**config.mk**
```make
export PLATFORM = sky130hd
export DESIGN_NAME = lbcf_geom
export DESIGN_NICKNAME = d
export VERILOG_FILES = /design/src/hdl/lbcf_pkg.sv /design/src/hdl/lbcf_geom.sv
export SDC_FILE = /design/constraint.sdc
export NUM_CORES = 1
export LEC_CHECK = 0
export ABC_AREA = 1
export BUFFER_PORTS_ARGS = -buffer_cell sky130_fd_sc_hd__buf_2
export CORE_MARGIN = 8
export CORE_UTILIZATION = 50
export DETAILED_ROUTE_END_ITERATION = 10
export PLACE_DENSITY = 0.69
export SLEW_MARGIN = 5
export SYNTH_ARGS = -nofsm -noshare
export SYNTH_HDL_FRONTEND = slang
export SYNTH_SLANG_ARGS = --single-unit
```
**constraint.sdc**
```tcl
create_clock -name clk -period 7.1 [get_ports clk]
set_clock_uncertainty 0.2 [all_clocks]
set_input_delay 0.355 -clock clk [delete_from_list [all_inputs] [get_ports clk]]
set_output_delay 0.355 -clock clk [all_outputs]
set_load 0.02 [all_outputs]
```
**src/hdl/lbcf_pkg.sv**
```systemverilog
// Shared types and constants for the label box collision filter.
// No dependencies; the top level and the geometry unit refer to it by scoped names.
package lbcf_pkg;

  localparam int COORD_W = 24;
  localparam int AXIS_W  = 20;
  localparam int LEN_W   = 8;
  localparam int FONT_W  = 8;
  localparam int SCR_W   = 14;
  localparam int CFG_IDX_W = 2;

  // register indexes on the configuration channel
  localparam logic [CFG_IDX_W-1:0] REG_SCREEN_WIDTH  = 2'd0;
  localparam logic [CFG_IDX_W-1:0] REG_SCREEN_HEIGHT = 2'd1;

  localparam logic [SCR_W-1:0] SCREEN_WIDTH_RST  = 14'd1024;
  localparam logic [SCR_W-1:0] SCREEN_HEIGHT_RST = 14'd768;

  localparam logic [FONT_W-1:0] MIN_FONT        = 8'd8;
  localparam logic [LEN_W-1:0]  COMPACT_MAX_LEN = 8'd4;

  // shared multiplier operand widths
  localparam int MUL_A_W = 26;
  localparam int MUL_B_W = 27;
  localparam int MUL_P_W = MUL_A_W + MUL_B_W;

  // ceil(2^33 / 100): x / 100 for x < 2^26 as (x * RECIP_100) >> 33
  localparam logic [MUL_B_W-1:0] RECIP_100 = 27'd85899346;
  localparam int RECIP_SHIFT = 33;
  localparam int WIDTH_W = 20;

  // Q4 offsets and padding
  localparam logic signed [COORD_W-1:0] COMPACT_DY  = 24'sd32;
  localparam logic signed [COORD_W-1:0] COMPACT_PAD = 24'sd16;
  localparam logic signed [COORD_W-1:0] NORMAL_DX   = 24'sd96;
  localparam logic signed [COORD_W-1:0] NORMAL_DY   = 24'sd96;
  localparam logic signed [COORD_W-1:0] NORMAL_PADX = 24'sd64;
  localparam logic signed [COORD_W-1:0] NORMAL_PADY = 24'sd32;

  typedef struct packed {
    logic signed [COORD_W-1:0] left;
    logic signed [COORD_W-1:0] top;
    logic signed [COORD_W-1:0] right;
    logic signed [COORD_W-1:0] bottom;
  } box_t;

  typedef struct packed {
    logic signed [AXIS_W-1:0] anchor_x;
    logic signed [AXIS_W-1:0] anchor_y;
    logic [LEN_W-1:0]         text_len;
    logic [FONT_W-1:0]        height;
    logic                     compact;
  } item_t;

  typedef struct packed {
    logic                      valid;
    logic                      vis;
    logic signed [COORD_W-1:0] origin_x;
    logic signed [COORD_W-1:0] origin_y;
    box_t                      box;
  } geom_res_t;

endpackage

```
**src/hdl/lbcf_geom.sv**
```systemverilog
// Box geometry unit: text width, origin, padded box and viewport test.
// One shared multiplier under a short step sequence. Uses lbcf_pkg.
module lbcf_geom (
  input  logic                          clk,
  input  logic                          rst,
  input  logic                          go,
  input  lbcf_pkg::item_t               item,
  input  logic [lbcf_pkg::SCR_W-1:0]    screen_width,
  input  logic [lbcf_pkg::SCR_W-1:0]    screen_height,
  output lbcf_pkg::geom_res_t           res
);

  localparam logic [2:0] G_IDLE   = 3'd0;
  localparam logic [2:0] G_MUL    = 3'd1;
  localparam logic [2:0] G_SCALE  = 3'd2;
  localparam logic [2:0] G_DIVW   = 3'd3;
  localparam logic [2:0] G_DIVH   = 3'd4;
  localparam logic [2:0] G_ORIGIN = 3'd5;
  localparam logic [2:0] G_BOX    = 3'd6;
  localparam logic [2:0] G_VIS    = 3'd7;

  logic [2:0]                      step;
  lbcf_pkg::item_t                 it;
  logic [15:0]                     lh;
  logic [lbcf_pkg::MUL_A_W-1:0]    num_w;
  logic [lbcf_pkg::MUL_A_W-2:0]    num_h;
  logic [lbcf_pkg::WIDTH_W-1:0]    w;
  logic [lbcf_pkg::WIDTH_W-1:0]    hw;
  logic [lbcf_pkg::MUL_A_W-1:0]    mul_a;
  logic [lbcf_pkg::MUL_B_W-1:0]    mul_b;
  logic [lbcf_pkg::MUL_P_W-1:0]    prod;
  logic [lbcf_pkg::WIDTH_W-1:0]    quot;
  logic signed [lbcf_pkg::COORD_W-1:0] ax, ay, ox, oy, px, py;
  logic signed [lbcf_pkg::COORD_W-1:0] scr_x, scr_y;

  always_comb begin
    case (step)
      G_MUL: begin
        mul_a = {{(lbcf_pkg::MUL_A_W-lbcf_pkg::LEN_W){1'b0}}, it.text_len};
        mul_b = {{(lbcf_pkg::MUL_B_W-lbcf_pkg::FONT_W){1'b0}}, it.height};
      end
      G_DIVW: begin
        mul_a = num_w;
        mul_b = lbcf_pkg::RECIP_100;
      end
      G_DIVH: begin
        mul_a = {1'b0, num_h};
        mul_b = lbcf_pkg::RECIP_100;
      end
      default: begin
        mul_a = '0;
        mul_b = '0;
      end
    endcase
  end

  assign prod = mul_a * mul_b;
  assign quot = prod[lbcf_pkg::RECIP_SHIFT +: lbcf_pkg::WIDTH_W];

  assign ax = lbcf_pkg::COORD_W'(it.anchor_x);
  assign ay = lbcf_pkg::COORD_W'(it.anchor_y);
  assign px = it.compact ? lbcf_pkg::COMPACT_PAD : lbcf_pkg::NORMAL_PADX;
  assign py = it.compact ? lbcf_pkg::COMPACT_PAD : lbcf_pkg::NORMAL_PADY;
  assign scr_x = $signed({6'b0, screen_width, 4'b0});
  assign scr_y = $signed({6'b0, screen_height, 4'b0});

  always_ff @(posedge clk) begin
    if (rst) begin
      step      <= G_IDLE;
      res.valid <= 1'b0;
    end else begin
      res.valid <= 1'b0;
      case (step)
        G_IDLE: begin
          if (go) begin
            it   <= item;
            step <= G_MUL;
          end
        end
        G_MUL: begin
          lh   <= prod[15:0];
          step <= G_SCALE;
        end
        G_SCALE: begin
          // round half up: (lh*992 + 50) / 100 and (lh*496 + 50) / 100
          num_w <= ({10'b0, lh} << 10) - ({10'b0, lh} << 5) + 26'd50;
          num_h <= ({9'b0, lh} << 9) - ({9'b0, lh} << 4) + 25'd50;
          step  <= G_DIVW;
        end
        G_DIVW: begin
          w    <= quot;
          step <= G_DIVH;
        end
        G_DIVH: begin
          hw   <= quot;
          step <= G_ORIGIN;
        end
        G_ORIGIN: begin
          if (it.compact) begin
            ox <= ax - $signed({4'b0, hw});
            oy <= ay - lbcf_pkg::COMPACT_DY;
          end else begin
            ox <= ax + lbcf_pkg::NORMAL_DX;
            oy <= ay - lbcf_pkg::NORMAL_DY;
          end
          step <= G_BOX;
        end
        G_BOX: begin
          res.origin_x   <= ox;
          res.origin_y   <= oy;
          res.box.left   <= ox - px;
          res.box.top    <= oy - $signed({12'b0, it.height, 4'b0}) - py;
          res.box.right  <= ox + $signed({4'b0, w}) + px;
          res.box.bottom <= oy + py;
          step           <= G_VIS;
        end
        G_VIS: begin
          res.vis <= !res.box.right[lbcf_pkg::COORD_W-1] &&
                     !res.box.bottom[lbcf_pkg::COORD_W-1] &&
                     (res.box.left <= scr_x) && (res.box.top <= scr_y);
          res.valid <= 1'b1;
          step      <= G_IDLE;
        end
        default: step <= G_IDLE;
      endcase
    end
  end

endmodule

```
==> impl_metrics.sql <==
INSERT INTO impl_metrics (metric_group, metric, value, unit) VALUES
('global_routing', 'grt_max_degree', '69', ''),
('setup_path', 'crit_required', '7.17', 'ns'),
('synthesis', 'ys_flop_type', 'edfxtp_1', ''),
('cells_and_area', 'synthToLayoutAreaGrowth', '15.3', '%'),
('power_and_ir_drop', 'internal_cell_power', '0.00659', 'W'),
('setup_path', 'critPathBufInv', '7', ''),
('clock_tree', 'ctsLongestPathBuffers', '3', ''),
('drt', 'detail-route-antenna-nets', '0', ''),
('sta', 'post_route_minimum_period', '6.80', 'ns'),
('clock_tree', 'clock_transition_at_the_registers_of_the_reported_paths', '0.06', 'ns'),
('sta', 'tightestPinTransition', '1.19', 'ns'),
('global_routing', 'global_route_wire_length_before_repair', '146000', 'um'),
('synthesis', 'netlist.area_leader.share', '28.3', '%'),
('die', 'dieArea', '0.0780', 'mm2'),
('power_and_ir_drop', 'combinationalPowerShare', '67.9', '%'),
('synthesis', 'netlist_area', '0.0347', 'mm2'),
('sta', 'report.final.slew_viol_count', '0', ''),
('sta', 'final.period_utilization', '95.8', '%'),
('power_and_ir_drop', 'total_switching_power', '0.00687', 'W'),
('power_and_ir_drop', 'power_density', '337', 'mW/mm2'),
('die', 'die_h', '279', 'um'),
('synthesis', 'synthTopCellsByArea', 'edfxtp_1 28%, fa_1 21%, ha_1 15%', ''),
('clock_tree', 'cts_inserted_buffers', '38', ''),
('cells_and_area', 'filler_cell_count', '6150', ''),
('setup_path', 'crit_top_cell', 'fa_1', ''),
('placement', 'dp_hpwl', '79100', 'um'),
('power_and_ir_drop', 'worst_ir_drop_vdd', '712', 'uV'),
('status', 'status', 'complete, no violations', ''),
('power_and_ir_drop', 'share_clk_of_total_power', '14.6', '%'),
('synthesis', 'ys.warnings.count', '0', ''),
('drt', 'dr_drc_count', '0', ''),
('drt', 'drt_pass1_iterations', '6', ''),
('setup_path', 'critPathArrivalTime', '6.87', 'ns'),
('drt', 'dr_total_vias', '26400', ''),
('global_routing', 'grt_pass1_vias', '26900', ''),
('sta', 'slew_headroom', '20.2', '%'),
('die', 'core_area', '0.0686', 'mm2'),
('clock_tree', 'worst_skew_pair.late_latency', '0.56', 'ns'),
('drt', 'totalWireLength', '93400', 'um'),
('sta', 'hold_viol', '0', ''),
('sta', 'minimum_hold_slack', '0.218', 'ns'),
('cells_and_area', 'fin_cells', '5385', ''),
('sta', 'finalSetupViolCount', '0', ''),
('setup_path', 'critical_path_class', 'reg2reg', ''),
('clock_tree', 'tritoncts', 'done', ''),
('setup_path', 'cp-end-kind', 'register', ''),
('synthesis', 'synth_top_area_cell', 'edfxtp_1', ''),
('setup_path', 'crit_path_start_kind', 'register', ''),
('synthesis', 'ys_ff_latch', '331', ''),
('drt', 'detail_route.wl_per_cell', '17.3', 'um'),
('placement', 'portBuffers', '233', ''),
('min_path', 'hp-class', 'reg2reg', ''),
('die', 'number_of_placement_rows', '96', ''),
('drt', 'vias_per_cell', '4.90', ''),
('synthesis', 'post_synth_num_cell_types', '58', ''),
('clock_tree', 'cts_root_buf', 'clkbuf_16', ''),
('cells_and_area', 'drive_gt1_share', '11.1', '%'),
('synthesis', 'ys_seq_area_share', '28.6', '%'),
('setup_path', 'cp_slowest_stage_delay', '0.53', 'ns'),
('clock_tree', 'h_tree_depth_reported_by_cts', '2', ''),
('setup_path', 'path_max_fanout', '6', ''),
('synthesis', 'syn-instance-count', '3942', ''),
('global_routing', 'gr-total-overflow', '0', ''),
('power_and_ir_drop', 'sequentialPowerShare', '17.4', '%'),
('die', 'die_w', '279', 'um'),
('synthesis', 'most_numerous_cell_types_in_the_synthesized_netlist', '1098 x inv_1, 844 x nand2_1, 406 x ha_1', ''),
('global_routing', 'grt_usage', '23.7', '%'),
('placement', 'place_inst', '5247', ''),
('synthesis', 'asyncSetResetFlopFracSynth', '0', '%'),
('setup_path', 'critPathSlowestCell', 'fa_1', ''),
('synthesis', 'synth-edff-count', '327', ''),
('synthesis', 'synth.most_common_cell', 'inv_1', ''),
('synthesis', 'postSynthAreaPerCell', '8.80', 'um2'),
('clock_tree', 'clock-sinks', '331', ''),
('sta', 'maxClockFrequency', '147', 'MHz'),
('global_routing', 'grt_antenna_before_repair', '1', ''),
('run', 'max_cap_viol_count', '0', ''),
('drt', 'dr.first_iter.drc_count', '1799', ''),
('placement', 'finalWeightedCongestion', '0.970', ''),
('cells_and_area', 'design.final.nets', '5277', ''),
('power_and_ir_drop', 'power.leakage', '21.0', 'nW'),
('die', 'count_of_pins_on_the_block_boundary', '234', ''),
('die', 'initial_utilization', '50.6', '%'),
('setup_path', 'worst_path_dominant_cell_family', 'adder cells', ''),
('power_and_ir_drop', 'switching_share', '51.0', '%');
what timing repair did:
item | CTS | global route
endpoints found under the hold margin | 60 | 0
buffers inserted | 0 | 8
endpoints found under the setup margin | 1 | 40
pin swaps | 0 | 8
cloned | 0 | 4
resized for setup | 1 | 63
hold buffers | 59 | 0
flip-flops by register name, summed over array words and instances (netlist names):
register	flops
num_h	20
w	20
step	3
ax	20
res	131
lh	16
it	17
ay	20
hw	20
num_w	21
ox	22
oy	21
cell usage in the layout (no fill, tap or decap), drive strengths merged, types with 4 or more instances in the layout:
| cell type | instances |
|---|---|
| buf | 312 |
| conb | 107 |
| nand4 | 38 |
| dlygate4sd3 | 59 |
| clkinv | 10 |
| nor4 | 6 |
| bufinv | 4 |
| xnor2 | 29 |
| a21o | 9 |
| nor3 | 33 |
| clkbuf | 51 |
| edfxtp | 327 |
| a21oi | 114 |
| a22o | 8 |
| inv | 1109 |
| o21bai | 7 |
| nand2 | 852 |
| o22ai | 43 |
| xor2 | 83 |
| o21ai | 56 |
| nand3 | 131 |
| nor2 | 251 |
| or2 | 8 |
| dfxtp | 4 |
| ha | 406 |
| nand3b | 13 |
| and2 | 5 |
| fa | 356 |
| o21a | 7 |
power by group through the flow:
stage	clock network (W)	registers [W]	logic, W
final	0.00197	0.00234	0.00915
after detailed placement	0	0.00238	0.00846
after global placement	0	0.00238	0.00840
after floorplan	0	0.00236	0.00615
after global routing	0.00209	0.00235	0.0105
after CTS	0.00201	0.00234	0.00856
metrics by stage:
stage	TNS (ns)	utilization, %	cell area, um2	setup WS [ns]	total power [W]
2_1_floorplan	0	-	35100	0.174	0.00852
3_3_place_gp	0	55.1	37800	0.0909	0.0108
5_1_grt	-0.0525	58.3	40000	-0.0149	0.0149
6_report	0	58.3	40000	0.301	0.0135
4_1_cts	0	57.7	39600	0.0135	0.0129
3_5_place_dp	0	55.1	37800	0.0379	0.0108
routing by layer:
metal	wire length, um	vias to the layer above	GRT usage (%)
li1	-	13000	-
met1	40300	12600	31.0
met2	45900	697	41.9
met3	4520	141	2.53
met4	2710	0	6.35
met5	0	-	0
kinds of logic (layout without fill, tap and decap cells):
| logic type | count (synthesis) | after routing | share of synthesized area, % |
|---|---|---|---|
| AO/OA/AOI/OAI | 251 | 251 | 4.48 |
| XOR/XNOR | 112 | 112 | 2.83 |
| adder cells (fa/ha/maj) | 762 | 762 | 35.2 |
| buffers and inverters | 1143 | 1548 | 12.7 |
| flip-flops | 331 | 331 | 28.6 |
| other | 2 | 108 | 0.0217 |
| AND/OR/NAND/NOR | 1341 | 1342 | 16.2 |
cell type report:
| cell class | count | area, um2 | share of cell area [%] |
|---|---|---|---|
| multi-input combinational | 2574 | 21000 | 52.6 |
| sequential | 331 | 9910 | 24.8 |
| inverter | 1108 | 4170 | 10.4 |
| timing repair buffer | 374 | 2470 | 6.17 |
| tap | 931 | 1160 | 2.91 |
| clock buffer | 48 | 1010 | 2.53 |
| clock inverter | 18 | 229 | 0.573 |
| antenna | 1 | 2.50 | 0.00626 |
worst paths after layout:
path / from / end / slack [ns] / cells after the start
worst max-delay path: step[0]$_SDFFE_PP0P_ / w[2]$_DFFE_PP_ / 0.30 / 26
worst min-delay path: ay[2]$_DFFE_PP_ / oy[2]$_DFFE_PP_ / 0.22 / 0
worst max register to register: step[0]$_SDFFE_PP0P_ / w[2]$_DFFE_PP_ / 0.30 / 26
worst min register to register: ay[2]$_DFFE_PP_ / oy[2]$_DFFE_PP_ / 0.22 / 0
(Power assumes the default switching activity.)
